$ cat src/rtl/rde_pkg.sv
// Shared constants and controller/datapath interface types for the radix digit emitter.
`timescale 1ns / 1ps

package rde_pkg;

    localparam int DEF_VALUE_BITS = 64;
    localparam int DEF_MAX_RADIX  = 16;

    // Dividend bits consumed per divider cycle
    localparam int STEP_BITS = 8;

    localparam int DIGIT_W = 4;
    localparam int COUNT_W = 7;
    localparam int CHAR_W  = 8;
    localparam int RADIX_W = 5;
    localparam int CFG_IDX_W = 2;

    localparam logic [CFG_IDX_W-1:0] CFG_RADIX    = 2'd0;
    localparam logic [CFG_IDX_W-1:0] CFG_CHARS_LO = 2'd1;
    localparam logic [CFG_IDX_W-1:0] CFG_CHARS_HI = 2'd2;

    localparam logic [RADIX_W-1:0] RESET_RADIX    = 5'd10;
    localparam logic [63:0]        RESET_CHARS_LO = 64'h3736353433323130;
    localparam logic [63:0]        RESET_CHARS_HI = 64'h6665646362613938;

    typedef struct packed {
        logic               start;     // load dividend from the input transaction
        logic               step;      // advance the divider over the next dividend byte
        logic               wr_digit;  // store remainder as next digit
        logic               rd;        // read digit store
        logic               out_load;  // load output register from read data
        logic               out_last;
        logic [COUNT_W-1:0] count;
    } rde_cmd_t;

    typedef struct packed {
        logic quot_zero;
        logic out_fire;
    } rde_status_t;

endpackage

$ cat src/rtl/rde_ctrl.sv
// Sequencer for the radix digit emitter: division passes, then digit emission.
`timescale 1ns / 1ps

module rde_ctrl import rde_pkg::*; #(
    parameter int VALUE_BITS = DEF_VALUE_BITS
) (
    input  logic                            aclk,
    input  logic                            aresetn,
    input  logic                            s_tvalid,
    output logic                            s_tready,
    output rde_cmd_t                        cmd,
    output logic [$clog2(VALUE_BITS)-1:0]   addr,
    input  rde_status_t                     status
);

    localparam int AW     = $clog2(VALUE_BITS);
    localparam int NCHUNK = (VALUE_BITS + STEP_BITS - 1) / STEP_BITS;
    localparam int CW     = (NCHUNK > 1) ? $clog2(NCHUNK) : 1;

    localparam logic [2:0] ST_IDLE = 3'd0;
    localparam logic [2:0] ST_DIV  = 3'd1;
    localparam logic [2:0] ST_WR   = 3'd2;
    localparam logic [2:0] ST_RD   = 3'd3;
    localparam logic [2:0] ST_LOAD = 3'd4;
    localparam logic [2:0] ST_HOLD = 3'd5;

    logic [2:0]         state_reg, state_next;
    logic [CW-1:0]      chunk_reg, chunk_next;
    logic [COUNT_W-1:0] ndig_reg, ndig_next;
    logic [COUNT_W-1:0] cnt_reg, cnt_next;
    logic [AW-1:0]      idx_reg, idx_next;
    logic [COUNT_W-1:0] ndig_inc;

    assign ndig_inc = ndig_reg + COUNT_W'(1);
    assign s_tready = (state_reg == ST_IDLE);
    assign addr     = (state_reg == ST_WR) ? ndig_reg[AW-1:0] : idx_reg;

    always_comb begin
        state_next = state_reg;
        chunk_next = chunk_reg;
        ndig_next  = ndig_reg;
        cnt_next   = cnt_reg;
        idx_next   = idx_reg;
        cmd        = '0;
        cmd.count  = cnt_reg;
        cmd.out_last = (idx_reg == '0);
        case (state_reg)
            ST_IDLE: begin
                if (s_tvalid) begin
                    cmd.start  = 1'b1;
                    chunk_next = '0;
                    ndig_next  = '0;
                    state_next = ST_DIV;
                end
            end
            ST_DIV: begin
                cmd.step = 1'b1;
                if (chunk_reg == CW'(NCHUNK - 1)) begin
                    state_next = ST_WR;
                end else begin
                    chunk_next = chunk_reg + CW'(1);
                end
            end
            ST_WR: begin
                cmd.wr_digit = 1'b1;
                ndig_next    = ndig_inc;
                chunk_next   = '0;
                if (status.quot_zero || ndig_inc == COUNT_W'(VALUE_BITS)) begin
                    // emit from the most significant digit, stored last
                    idx_next   = ndig_reg[AW-1:0];
                    cnt_next   = ndig_inc;
                    state_next = ST_RD;
                end else begin
                    state_next = ST_DIV;
                end
            end
            ST_RD: begin
                cmd.rd     = 1'b1;
                state_next = ST_LOAD;
            end
            ST_LOAD: begin
                cmd.out_load = 1'b1;
                state_next   = ST_HOLD;
            end
            ST_HOLD: begin
                if (status.out_fire) begin
                    if (idx_reg == '0) begin
                        state_next = ST_IDLE;
                    end else begin
                        idx_next   = idx_reg - AW'(1);
                        state_next = ST_RD;
                    end
                end
            end
            default: begin
                state_next = ST_IDLE;
            end
        endcase
    end

    always_ff @(posedge aclk) begin
        if (!aresetn) begin
            state_reg <= ST_IDLE;
            chunk_reg <= '0;
            ndig_reg  <= '0;
            cnt_reg   <= '0;
            idx_reg   <= '0;
        end else begin
            state_reg <= state_next;
            chunk_reg <= chunk_next;
            ndig_reg  <= ndig_next;
            cnt_reg   <= cnt_next;
            idx_reg   <= idx_next;
        end
    end

endmodule

$ cat src/rtl/rde_datapath.sv
// Datapath: config registers, radix divider, digit store and output register.
`timescale 1ns / 1ps

module rde_datapath import rde_pkg::*; #(
    parameter int VALUE_BITS = DEF_VALUE_BITS,
    parameter int MAX_RADIX  = DEF_MAX_RADIX
) (
    input  logic                            aclk,
    input  logic                            aresetn,
    input  logic                            cfg_valid,
    input  logic [CFG_IDX_W-1:0]            cfg_index,
    input  logic [63:0]                     cfg_data,
    input  logic [63:0]                     s_value,
    input  rde_cmd_t                        cmd,
    input  logic [$clog2(VALUE_BITS)-1:0]   addr,
    output rde_status_t                     status,
    output logic                            m_tvalid,
    input  logic                            m_tready,
    output logic [15:0]                     m_tdata,
    output logic                            m_tlast
);

    localparam int AW     = $clog2(VALUE_BITS);
    localparam int DEPTH  = VALUE_BITS;
    localparam int NCHUNK = (VALUE_BITS + STEP_BITS - 1) / STEP_BITS;
    localparam int W      = NCHUNK * STEP_BITS;

    logic [RADIX_W-1:0] radix_reg;
    logic [63:0]        chars_lo_reg;
    logic [63:0]        chars_hi_reg;
    logic [RADIX_W-1:0] eff_radix;

    logic [W-1:0]         work_reg, work_next;
    logic [DIGIT_W-1:0]   rem_reg, rem_next;
    logic [STEP_BITS-1:0] qbits;

    logic [DIGIT_W-1:0] digit_mem [DEPTH];
    logic [DIGIT_W-1:0] rd_data_reg;
    logic [CHAR_W-1:0]  char_sel;

    logic               out_valid_reg;
    logic [CHAR_W-1:0]  out_char_reg;
    logic [COUNT_W-1:0] out_count_reg;
    logic               out_last_reg;

    always_ff @(posedge aclk) begin
        if (!aresetn) begin
            radix_reg    <= RESET_RADIX;
            chars_lo_reg <= RESET_CHARS_LO;
            chars_hi_reg <= RESET_CHARS_HI;
        end else if (cfg_valid) begin
            case (cfg_index)
                CFG_RADIX:    radix_reg    <= cfg_data[RADIX_W-1:0];
                CFG_CHARS_LO: chars_lo_reg <= cfg_data;
                CFG_CHARS_HI: chars_hi_reg <= cfg_data;
                default: begin
                end
            endcase
        end
    end

    always_comb begin
        if (radix_reg < RADIX_W'(2)) begin
            eff_radix = RADIX_W'(2);
        end else if (radix_reg > RADIX_W'(MAX_RADIX)) begin
            eff_radix = RADIX_W'(MAX_RADIX);
        end else begin
            eff_radix = radix_reg;
        end
    end

    // Long division of the top byte by the radix, one restoring step per bit
    always_comb begin
        logic [RADIX_W-1:0]   trial;
        logic [STEP_BITS-1:0] top;
        top      = work_reg[W-1 -: STEP_BITS];
        rem_next = rem_reg;
        qbits    = '0;
        for (int i = STEP_BITS - 1; i >= 0; i--) begin
            trial = {rem_next, top[i]};
            if (trial >= eff_radix) begin
                qbits[i] = 1'b1;
                rem_next = DIGIT_W'(trial - eff_radix);
            end else begin
                rem_next = trial[DIGIT_W-1:0];
            end
        end
        work_next = (work_reg << STEP_BITS) | W'(qbits);
    end

    always_ff @(posedge aclk) begin
        if (cmd.start) begin
            work_reg <= W'(s_value[VALUE_BITS-1:0]);
        end else if (cmd.step) begin
            work_reg <= work_next;
        end
        if (cmd.start || cmd.wr_digit) begin
            rem_reg <= '0;
        end else if (cmd.step) begin
            rem_reg <= rem_next;
        end
    end

    always_ff @(posedge aclk) begin
        if (cmd.wr_digit) begin
            digit_mem[addr] <= rem_reg;
        end
        if (cmd.rd) begin
            rd_data_reg <= digit_mem[addr];
        end
    end

    always_comb begin
        if (rd_data_reg[3]) begin
            char_sel = chars_hi_reg[rd_data_reg[2:0]*CHAR_W +: CHAR_W];
        end else begin
            char_sel = chars_lo_reg[rd_data_reg[2:0]*CHAR_W +: CHAR_W];
        end
    end

    always_ff @(posedge aclk) begin
        if (!aresetn) begin
            out_valid_reg <= 1'b0;
        end else if (cmd.out_load) begin
            out_valid_reg <= 1'b1;
        end else if (m_tready) begin
            out_valid_reg <= 1'b0;
        end
    end

    always_ff @(posedge aclk) begin
        if (cmd.out_load) begin
            out_char_reg  <= char_sel;
            out_count_reg <= cmd.count;
            out_last_reg  <= cmd.out_last;
        end
    end

    assign status.quot_zero = (work_reg == '0);
    assign status.out_fire  = out_valid_reg && m_tready;

    assign m_tvalid = out_valid_reg;
    assign m_tdata  = {1'b0, out_count_reg, out_char_reg};
    assign m_tlast  = out_last_reg;

endmodule

$ cat src/rtl/radix_digit_emitter_unit.sv
// Top level of the radix digit emitter: unsigned value to radix digit characters.
//
//  channel | direction | handshake                    | payload
//  s_      | in        | s_tvalid / s_tready          | s_tdata[63:0] value
//  m_      | out       | m_tvalid / m_tready          | m_tdata char, count; m_tlast
//  cfg_    | in        | cfg_valid / cfg_ready (high) | cfg_index register, cfg_data
//
// One transaction in gives D digit transactions out, D = digits of the value.
// Each digit is found by a divider pass over the value (8 dividend bits per cycle),
// then stored; the digits are then read, loaded and held for output, one at a time.
// Reset clears config to radix 10, table "0123456789abcdef", and the sequencer.
// The digit store needs no clearing: every entry is written before it is read.
// A stall on m_tready holds the current digit; the input waits until the last digit goes.
`timescale 1ns / 1ps

module radix_digit_emitter_unit import rde_pkg::*; #(
    parameter int VALUE_BITS = DEF_VALUE_BITS,
    parameter int MAX_RADIX  = DEF_MAX_RADIX
) (
    input  logic                  aclk,
    input  logic                  aresetn,
    input  logic                  s_tvalid,
    output logic                  s_tready,
    input  logic [63:0]           s_tdata,   // [63:0] value
    output logic                  m_tvalid,
    input  logic                  m_tready,
    output logic [15:0]           m_tdata,   // [7:0] digit_char, [14:8] digit_count, [15] 0
    output logic                  m_tlast,
    input  logic                  cfg_valid,
    output logic                  cfg_ready,
    input  logic [CFG_IDX_W-1:0]  cfg_index,
    input  logic [63:0]           cfg_data
);

    localparam int AW = $clog2(VALUE_BITS);

    rde_cmd_t    cmd;
    rde_status_t status;
    logic [AW-1:0] addr;

    assign cfg_ready = 1'b1;

    rde_ctrl #(
        .VALUE_BITS(VALUE_BITS)
    ) u_ctrl (
        .aclk    (aclk),
        .aresetn (aresetn),
        .s_tvalid(s_tvalid),
        .s_tready(s_tready),
        .cmd     (cmd),
        .addr    (addr),
        .status  (status)
    );

    rde_datapath #(
        .VALUE_BITS(VALUE_BITS),
        .MAX_RADIX (MAX_RADIX)
    ) u_datapath (
        .aclk     (aclk),
        .aresetn  (aresetn),
        .cfg_valid(cfg_valid),
        .cfg_index(cfg_index),
        .cfg_data (cfg_data),
        .s_value  (s_tdata),
        .cmd      (cmd),
        .addr     (addr),
        .status   (status),
        .m_tvalid (m_tvalid),
        .m_tready (m_tready),
        .m_tdata  (m_tdata),
        .m_tlast  (m_tlast)
    );

    // no new value while a digit is still pending
    a_no_accept_while_out: assert property (@(posedge aclk) disable iff (!aresetn)
        (s_tvalid && s_tready) |-> !m_tvalid)
        else $error("input accepted while a digit is pending");

    // output register is never reloaded over an untaken digit
    a_no_overwrite: assert property (@(posedge aclk) disable iff (!aresetn)
        cmd.out_load |-> !m_tvalid)
        else $error("output register overwritten");

    // after the final digit the block is ready for the next value
    a_ready_after_last: assert property (@(posedge aclk) disable iff (!aresetn)
        (m_tvalid && m_tready && m_tlast) |=> s_tready)
        else $error("not ready after last digit");

    // every emitted digit carries a count of at least one
    a_count_nonzero: assert property (@(posedge aclk) disable iff (!aresetn)
        m_tvalid |-> (m_tdata[14:8] != 7'd0))
        else $error("digit count is zero");

endmodule
$ cat config.mk
export PLATFORM = sky130hd
export DESIGN_NAME = radix_digit_emitter_unit
export DESIGN_NICKNAME = d
export VERILOG_FILES = /design/src/rtl/rde_pkg.sv /design/src/rtl/rde_ctrl.sv /design/src/rtl/rde_datapath.sv /design/src/rtl/radix_digit_emitter_unit.sv
export SDC_FILE = /design/constraint.sdc
export NUM_CORES = 1
export LEC_CHECK = 0
export BUFFER_PORTS_ARGS = -buffer_cell sky130_fd_sc_hd__buf_2
export CAP_MARGIN = 20
export CELL_PAD_IN_SITES_DETAIL_PLACEMENT = 1
export CELL_PAD_IN_SITES_GLOBAL_PLACEMENT = 2
export CORE_ASPECT_RATIO = 0.9
export CORE_MARGIN = 2
export CORE_UTILIZATION = 38
export DETAILED_ROUTE_END_ITERATION = 10
export GPL_TIMING_DRIVEN = 1
export PLACE_DENSITY = 0.81
export SLEW_MARGIN = 5
export SYNTH_ARGS = -nofsm -noshare
export SYNTH_HDL_FRONTEND = slang
export SYNTH_HIERARCHICAL = 1
export SYNTH_SLANG_ARGS = --single-unit
$ cat constraint.sdc
create_clock -name aclk -period 10.9 [get_ports aclk]
set_input_delay 2.18 -clock aclk [delete_from_list [all_inputs] [get_ports aclk]]
set_output_delay 2.18 -clock aclk [all_outputs]
set_load 0.01 [all_outputs]
==> impl_metrics.env, run 1 <==
export IMPL_final_cells=2836
export IMPL_grt_pass1_wl_um=100300
export IMPL_num_fill_cells=6232
export IMPL_crit_fanout=8
export IMPL_die_w_um=263.5
export IMPL_synth_area_leader_cell="edfxtp_1"
export IMPL_regMostFlops="u_datapath/digit_mem"
export IMPL_rr_endpoint="u_datapath/rem_reg[3]$_SDFFE_PP0P_"
export IMPL_rrSetupSlack_ns=0.30
export IMPL_overflow=0
export IMPL_die_y_um=237.6
export IMPL_initial_core_util=0.3847
export IMPL_finalCriticalPeriod_ns=10.60
export IMPL_yosysSeqAreaShare=0.5857
export IMPL_io_pins=155
export IMPL_hp_class="flop to flop"
export IMPL_r2r_start="u_datapath/radix_reg[3]$_SDFFE_PN1P_"
export IMPL_clock_fmax_mhz=94.38
export IMPL_dp_cells=2719
export IMPL_antenna_left=0
export IMPL_hold_viol_final=0
export IMPL_yosys_warnings=6
export IMPL_dominantRegCellSynth="edfxtp_1"
export IMPL_syn_to_final_growth_pct=15.92
export IMPL_dp_hpwl_um=42290
export IMPL_cts_tree="built"
export IMPL_synth_edff_count=340
export IMPL_largest_register_ffs=256
export IMPL_first_global_vias=16564
export IMPL_grt_util_all_layers=0.2060
export IMPL_worst_hold_path_num_cells=0
export IMPL_post_synth_top_count_cell="edfxtp_1"
export IMPL_cp_top_family="compound AO/OA/AOI/OAI gates"
export IMPL_status="finished clean"
export IMPL_syn_inst=1863
export IMPL_ys_ff_latch=504
export IMPL_ctsHoldBuffers=0
export IMPL_arrival_ns=11.10
export IMPL_drc=0
export IMPL_drt_total_wl_um=65360
export IMPL_fp_row_count=85
export IMPL_clock_sinks=504
export IMPL_via_per_inst=5.537
export IMPL_crit_buf_inv=3
export IMPL_syn_area_um2=23040
export IMPL_cts_buffers=54
export IMPL_syn_num_nets=2051
export IMPL_worstRegToRegCells=46
export IMPL_coreArea_um2=59880
export IMPL_grt_max_degree=85
export IMPL_cts_buffer_depth=3
export IMPL_fin_nets=2196
export IMPL_cp_end_kind="flop"
export IMPL_yosys_top_cells_area="edfxtp_1 44%, dfxtp_1 14%, mux4_2 6.8%"
export IMPL_clk_latency_ns=0.61
export IMPL_cpPeakStageDelay_ns=0.40
export IMPL_required_ns=11.41
export IMPL_die_area_um2=62610
export IMPL_start_kind="flop"
export IMPL_syn_avg_cell_area_um2=12.37
export IMPL_wire_per_inst_um=23.05
export IMPL_cp_slowest_cell="a2111o_1"
export IMPL_drive_above_1_share=0.2365
export IMPL_antenna_found_initial=2
export IMPL_slew_headroom=0.2140
export IMPL_h_tree_depth=2
export IMPL_ys_top_cells_by_count="340 x edfxtp_1, 321 x nand2_1, 164 x dfxtp_1"
export IMPL_tightest_slew_ns=1.177
export IMPL_crit_path_frequent_cell="ha_1"
export IMPL_finalSetupViolCount=0
export IMPL_cts_root_buf="clkbuf_16"
export IMPL_ys_types=84
export IMPL_max_cap_viol_count=0
export IMPL_fin_crit_sh=0.9721
export IMPL_io_buffers=152
export IMPL_worst_setup_path_type="flop to flop"
export IMPL_finClkSkew_ns=0.02147
export IMPL_hold_end="u_datapath/out_count_reg[6]$_DFFE_PP_"
export IMPL_fin_tns_setup_ns=0
export IMPL_vias=15703
export IMPL_min_from="u_ctrl/cnt_reg[6]$_SDFFE_PN0P_"
export IMPL_synth_top_area_share=0.4432
export IMPL_place_congestion=0.8333
export IMPL_drtIter0Drc=1092
export IMPL_finalMaxSlewViolations=0
export IMPL_async_flop_share=0
export IMPL_clk_pin_slew_ns=0.06
export IMPL_firstDrtPassIters=5
-- placed cells by master (no fill, tap or decap), types with 21 or more instances in the layout --
cell type	count
a21boi_0	73
nand2_1	319
mux4_2	70
dfxtp_1	160
mux2i_1	47
buf_4	49
mux2_2	76
inv_1	35
nand3_1	74
nor4_1	21
buf_2	151
a21oi_1	54
edfxtp_1	340
clkbuf_16	55
ha_1	39
nor2_1	111
-- metrics by stage --
stage | setup WS, ns | instance area, µm² | util | hold WS (ns)
after floorplan | 0.03117 | 23070 | - | 0.4019
after global placement | 0.09514 | 24590 | 0.4106 | 0.4226
after detailed placement | -0.3835 | 24590 | 0.4106 | 0.4156
after CTS | 0.02095 | 26360 | 0.4403 | 0.4367
after global routing | -0.1135 | 26700 | 0.4460 | 0.4475
final | 0.3043 | 26700 | 0.4460 | 0.4310
-- worst max-delay path by stage --
| stage | to | slack (ns) | cells after the start | startpoint |
|---|---|---|---|---|
| after floorplan | u_datapath/work_reg[0]$_DFFE_PP_ | 0.03 | 45 | u_datapath/radix_reg[4]$_SDFFE_PN0P_ |
| after global placement | u_datapath/rem_reg[3]$_SDFFE_PP0P_ | 0.1 | 46 | u_datapath/radix_reg[1]$_SDFFE_PN1P_ |
| after detailed placement | u_datapath/rem_reg[3]$_SDFFE_PP0P_ | -0.38 | 46 | u_datapath/radix_reg[1]$_SDFFE_PN1P_ |
| after CTS | u_datapath/rem_reg[2]$_SDFFE_PP0P_ | 0.02 | 48 | u_datapath/radix_reg[1]$_SDFFE_PN1P_ |
| after global routing | u_datapath/rem_reg[0]$_SDFFE_PP0P_ | -0.11 | 50 | u_datapath/radix_reg[3]$_SDFFE_PN1P_ |
| final | u_datapath/rem_reg[3]$_SDFFE_PP0P_ | 0.30 | 46 | u_datapath/radix_reg[3]$_SDFFE_PN1P_ |
-- kinds of logic (layout without fill, tap and decap cells) --
family,Yosys count,in the layout,synth area share
AOI/OAI and AO/OA,296,296,0.09097
xor gates and xnor gates,20,20,0.007604
adders and majority gates,53,53,0.03139
buffers and inverters,156,344,0.02993
DFF,504,504,0.5857
muxes,210,210,0.1340
other,2,4,0.0003260
and+or+nand+nor,622,622,0.1200
-- metal layers --
metal,wire length (µm),track usage,part of all wire,vias to the layer above
li1,-,-,-,7181
met1,29840,0.2849,0.46,8129
met2,31790,0.3450,0.49,293
met3,2357,0.02248,0.036,98
met4,1358,0.05628,0.021,2
met5,16,0,0.00024,-
-- cell type report --
type                            instances  area (µm²)  area share
Sequential cell                       504       13500      0.5055
Antenna cell                            2       5.005   0.0001874
Tap cell                              783       979.7     0.03669
Clock buffer                           70        1433     0.05365
Timing Repair Buffer                  204        1165     0.04362
Clock inverter                         29       287.8     0.01078
Multi-Input combinational cell       1203        9178      0.3437
Inverter                               41       158.9    0.005950
-- what timing repair did --
item	4_1_cts	5_1_grt
gates resized for setup	10	38
pin swaps	2	16
endpoints found under the setup margin	5	5
buffers inserted	1	13
Power of run 1 is left out: the tool's default activity adds up to more than one toggle a clock period on the data nets, which glitch-free logic cannot reach.
==> run 2, diff against run 1 <==
--- a/config.mk
+++ b/config.mk
@@ -11,10 +11,10 @@
 export CELL_PAD_IN_SITES_GLOBAL_PLACEMENT = 2
 export CORE_ASPECT_RATIO = 0.9
 export CORE_MARGIN = 2
-export CORE_UTILIZATION = 38
+export CORE_UTILIZATION = 42
 export DETAILED_ROUTE_END_ITERATION = 10
 export GPL_TIMING_DRIVEN = 1
-export PLACE_DENSITY = 0.81
+export PLACE_DENSITY = 0.85
 export SLEW_MARGIN = 5
 export SYNTH_ARGS = -nofsm -noshare
 export SYNTH_HDL_FRONTEND = slang
==> constraint.sdc (replaced) <==
create_clock -name aclk -period 11.2 [get_ports aclk]
set_input_delay 2.24 -clock aclk [delete_from_list [all_inputs] [get_ports aclk]]
set_output_delay 2.24 -clock aclk [all_outputs]
set_load 0.01 [all_outputs]
==> impl_metrics.env, run 2 (synthesized netlist as in run 1, its figures left out) <==
export IMPL_status="finished clean"
export IMPL_arrival_ns=11.23
export IMPL_crit_fanout=9
export IMPL_crit_buf_inv=3
export IMPL_finalSetupViolCount=0
export IMPL_cts_buffers=53
export IMPL_fin_area_um2=26650
export IMPL_drc=0
export IMPL_cts_root_buf="clkbuf_16"
export IMPL_h_tree_depth=2
export IMPL_slew_headroom=0.2739
export IMPL_regMostFlops="u_datapath/digit_mem"
export IMPL_cts_buffer_depth=3
export IMPL_worstRegToRegCells=48
export IMPL_clk_pin_slew_ns=0.06
export IMPL_wire_per_inst_um=23.05
export IMPL_die_w_um=250.9
export IMPL_hold_end="u_datapath/out_count_reg[4]$_DFFE_PP_"
export IMPL_antenna_found_initial=9
export IMPL_required_ns=11.68
export IMPL_finalCriticalPeriod_ns=10.75
export IMPL_finalMaxSlewViolations=0
export IMPL_drtIter0Drc=1152
export IMPL_cts_tree="built"
export IMPL_fp_row_count=81
export IMPL_grt_max_degree=129
export IMPL_cp_slowest_cell="a2111o_1"
export IMPL_coreArea_um2=54320
export IMPL_layout_commonest_cell="edfxtp_1"
export IMPL_antenna_left=0
export IMPL_start_kind="flop"
export IMPL_clk_latency_ns=0.62
export IMPL_tightest_slew_ns=1.087
export IMPL_worst_setup_path_type="flop to flop"
export IMPL_fin_nets=2189
export IMPL_io_buffers=152
export IMPL_rrSetupSlack_ns=0.45
export IMPL_crit_path_frequent_cell="ha_1"
export IMPL_rr_endpoint="u_datapath/rem_reg[2]$_SDFFE_PP0P_"
export IMPL_first_global_vias=16659
export IMPL_hp_class="flop to flop"
export IMPL_hold_slack_ns=0.4197
export IMPL_place_congestion=0.8606
export IMPL_syn_to_final_growth_pct=15.70
export IMPL_place_area_um2=24450
export IMPL_overflow=0
export IMPL_cp_startpoint="u_datapath/radix_reg[2]$_SDFFE_PN0P_"
export IMPL_via_per_inst=5.655
export IMPL_drive_above_1_share=0.2396
export IMPL_die_area_um2=56740
export IMPL_max_cap_viol_count=0
export IMPL_cp_top_family="compound AO/OA/AOI/OAI gates"
export IMPL_finClkSkew_ns=0.03563
export IMPL_die_y_um=226.2
export IMPL_fin_crit_sh=0.9600
export IMPL_min_from="u_ctrl/cnt_reg[4]$_SDFFE_PN0P_"
export IMPL_initial_core_util=0.4241
export IMPL_drt_total_wl_um=63540
export IMPL_grt_util_all_layers=0.2230
export IMPL_cp_end_kind="flop"
export IMPL_io_pins=155
export IMPL_final_cell_mix="340 x edfxtp_1, 318 x nand2_1, 160 x dfxtp_1, 151 x buf_2, 112 x nor2_1"
export IMPL_hold_viol_final=0
export IMPL_worst_hold_path_num_cells=0
export IMPL_r2r_start="u_datapath/radix_reg[2]$_SDFFE_PN0P_"
export IMPL_largest_register_ffs=256
export IMPL_grt_pass1_wl_um=97970
export IMPL_clock_sinks=504
export IMPL_dp_hpwl_um=40910
export IMPL_firstDrtPassIters=5
export IMPL_vias=15592
export IMPL_cpPeakStageDelay_ns=0.42
export IMPL_clock_fmax_mhz=93.00
[run 2: worst reg2reg max path: cells and delay by family (launching register included)]
| kind | cells | cell delay (ns) |
|---|---|---|
| DFF | 1 | 0.34 |
| buffers and inverters | 3 | 0.43 |
| AOI/OAI and AO/OA | 25 | 5.33 |
| and+or+nand+nor | 9 | 1.20 |
| adders and majority gates | 8 | 2.39 |
| muxes | 3 | 0.95 |
[run 2: metrics by stage]
stage | TNS (ns) | setup slack [ns] | util | instances
final | 0 | 0.4475 | 0.4907 | 2757
after global placement | -0.01047 | -0.01047 | 0.4500 | 2638
after CTS | -0.001086 | -0.001086 | 0.4844 | 2737
after floorplan | 0 | 0.008251 | - | 1863
after global routing | -0.07455 | -0.04491 | 0.4906 | 2755
after detailed placement | -2.687 | -0.5709 | 0.4500 | 2638
[run 2: area by class of cell]
cell class | instances | area, µm²
inverters | 41 | 158.9
repair buffers | 198 | 1125
diodes | 7 | 17.52
clock buffers | 72 | 1500
fillers | 5633 | 27670
clock inverters | 27 | 319.1
well taps | 705 | 882.1
flip-flops and latches | 504 | 13500
multi-input cells | 1203 | 9154
[run 2: layer usage]
| metal | global-route usage | vias to the layer above | wire [µm] |
|---|---|---|---|
| met5 | 0 | - | 34 |
| met1 | 0.2957 | 7930 | 27660 |
| met3 | 0.03538 | 120 | 2987 |
| met2 | 0.3720 | 342 | 31050 |
| met4 | 0.08141 | 6 | 1795 |
| li1 | - | 7194 | - |
[run 2: repair_timing]
item,in CTS,in global routing
endpoints found under the hold margin,0,0
gates resized for setup,8,35
hold buffers,0,0
buffers inserted,0,11
gates cloned,0,0
pin swaps,1,19
endpoints found under the setup margin,5,5
[run 2: worst max-delay path by stage]
stage	end	cells after the start
2_1_floorplan	u_datapath/work_reg[0]$_DFFE_PP_	45
3_3_place_gp	u_datapath/rem_reg[3]$_SDFFE_PP0P_	47
3_5_place_dp	u_datapath/rem_reg[3]$_SDFFE_PP0P_	48
4_1_cts	u_datapath/rem_reg[3]$_SDFFE_PP0P_	47
5_1_grt	u_datapath/rem_reg[2]$_SDFFE_PP0P_	47
6_report	u_datapath/rem_reg[2]$_SDFFE_PP0P_	48
Power of run 2 is left out for the same reason.
==> run 3, diff against run 2 <==
--- a/config.mk
+++ b/config.mk
@@ -14,7 +14,7 @@
 export CORE_UTILIZATION = 42
 export DETAILED_ROUTE_END_ITERATION = 10
 export GPL_TIMING_DRIVEN = 1
-export PLACE_DENSITY = 0.85
+export PLACE_DENSITY_LB_ADDON = 0.08
 export SLEW_MARGIN = 5
 export SYNTH_ARGS = -nofsm -noshare
 export SYNTH_HDL_FRONTEND = slang
==> constraint.sdc (replaced) <==
create_clock -name aclk -period 11.2 [get_ports aclk]
set_input_delay 2.24 -clock aclk [delete_from_list [all_inputs] [get_ports aclk]]
set_output_delay 2.24 -clock aclk [all_outputs]
set_load 0.02 [all_outputs]
==> impl_metrics.env, run 3 (synthesized netlist as in run 1, its figures left out) <==
export IMPL_status="finished clean"
export IMPL_crit_fanout=6
export IMPL_fin_crit_sh=0.9575
export IMPL_fin_area_um2=26550
export IMPL_cts_buffer_depth=3
export IMPL_firstDrtPassIters=5
export IMPL_die_w_um=250.9
export IMPL_grt_util_all_layers=0.2217
export IMPL_finalCriticalPeriod_ns=10.72
export IMPL_drc=0
export IMPL_via_per_inst=5.584
export IMPL_clock_sinks=504
export IMPL_max_cap_viol_count=0
export IMPL_fin_tns_setup_ns=0
export IMPL_io_pins=155
export IMPL_cp_slowest_cell="a2111o_1"
export IMPL_antenna_left=0
export IMPL_place_congestion=0.8029
export IMPL_largest_register_ffs=256
export IMPL_crit_buf_inv=3
export IMPL_clock_fmax_mhz=93.25
export IMPL_hold_viol_final=0
export IMPL_layout_commonest_cell="edfxtp_1"
export IMPL_hp_class="flop to flop"
export IMPL_finalSetupViolCount=0
export IMPL_io_buffers=152
export IMPL_drive_above_1_share=0.2326
export IMPL_die_area_um2=56740
export IMPL_cp_top_family="compound AO/OA/AOI/OAI gates"
export IMPL_num_fill_cells=5613
export IMPL_crit_path_frequent_cell="ha_1"
export IMPL_required_ns=11.56
export IMPL_cts_root_buf="clkbuf_16"
export IMPL_initial_core_util=0.4241
export IMPL_die_y_um=226.2
export IMPL_drt_total_wl_um=63300
export IMPL_finalMaxSlewViolations=0
export IMPL_cp_end_kind="flop"
export IMPL_grt_pass1_wl_um=96250
export IMPL_wire_per_inst_um=23.00
export IMPL_cts_tree="built"
export IMPL_fin_nets=2188
export IMPL_regArea_um2=13500
export IMPL_syn_to_final_growth_pct=15.25
export IMPL_regMostFlops="u_datapath/digit_mem"
export IMPL_dp_hpwl_um=40650
export IMPL_cpPeakStageDelay_ns=0.42
export IMPL_start_kind="flop"
export IMPL_tightest_slew_ns=1.048
export IMPL_antenna_found_initial=4
export IMPL_clk_latency_ns=0.63
export IMPL_overflow=0
export IMPL_final_cell_mix="340 x edfxtp_1, 319 x nand2_1, 160 x dfxtp_1, 151 x buf_2, 112 x nor2_1"
export IMPL_place_area_um2=24470
export IMPL_vias=15368
export IMPL_worst_setup_path_type="flop to flop"
export IMPL_drtIter0Drc=1009
export IMPL_first_global_vias=15781
export IMPL_grt_max_degree=112
export IMPL_clk_pin_slew_ns=0.07
export IMPL_multi_input_area_um2=9061
export IMPL_cts_buffers=55
export IMPL_slew_headroom=0.3016
export IMPL_finClkSkew_ns=0.02920
export IMPL_arrival_ns=11.08
export IMPL_fp_row_count=81
export IMPL_h_tree_depth=2
export IMPL_ctsHoldBuffers=0
export IMPL_coreArea_um2=54320
## run 3: changes by cell type in the layout (fill, tap and decap cells not counted), moves of 2 or more
cell,before,now
clkinv_1,6,9
a211oi_2,0,2
o22ai_4,3,1
ha_1,38,43
clkinvlp_4,0,6
inv_6,3,1
clkbuf_8,6,4
o21ai_1,6,8
a211oi_4,2,0
clkinvlp_2,3,0
diode_2,7,1
a21oi_2,4,2
ha_4,6,2
## run 3: repair_timing
item,in CTS,in global routing
endpoints found under the hold margin,0,0
endpoints found under the setup margin,5,5
gates cloned,0,1
resized for setup,6,22
pin swaps,0,6
setup buffers,0,6
## run 3: stage by stage
stage,instances,utilization,worst slack (ns),hold slack [ns]
6_report,2752,0.4887,0.4757,0.4598
5_1_grt,2752,0.4887,-0.05532,0.4687
4_1_cts,2744,0.4854,0.01036,0.4683
3_5_place_dp,2641,0.4505,-0.4753,0.4548
3_3_place_gp,2641,0.4505,0.01377,0.4456
2_1_floorplan,1863,-,0.008251,0.4019
## run 3: final timing paths
check                                        from                               endpoint  slack, ns  cells past startpoint
min reg2reg        u_ctrl/cnt_reg[4]$_SDFFE_PN0P_  u_datapath/out_count_reg[4]$_DFFE_PP_       0.46                      0
min                u_ctrl/cnt_reg[4]$_SDFFE_PN0P_  u_datapath/out_count_reg[4]$_DFFE_PP_       0.46                      0
max          u_datapath/radix_reg[1]$_SDFFE_PN1P_       u_datapath/work_reg[0]$_DFFE_PP_       0.48                     45
max reg2reg  u_datapath/radix_reg[1]$_SDFFE_PN1P_       u_datapath/work_reg[0]$_DFFE_PP_       0.48                     45
## run 3: cell type report
| cell class | instances | share of cell area |
|---|---|---|
| inverter | 41 | 0.005985 |
| clock buffer | 70 | 0.05547 |
| clock inverter | 33 | 0.01489 |
| sequential | 504 | 0.5084 |
| multi-input combinational | 1204 | 0.3413 |
| antenna | 1 | 0.00009426 |
| timing repair buffer | 194 | 0.04062 |
| tap | 705 | 0.03322 |
## run 3: metal layers
layer | vias to the layer above | wire length, µm | global-route usage
met4 | 2 | 1224 | 0.05376
li1 | 7176 | - | -
met1 | 7835 | 29570 | 0.3182
met5 | - | 13 | 0
met3 | 82 | 2394 | 0.02605
met2 | 273 | 30100 | 0.3610
Power of run 3 is left out for the same reason.
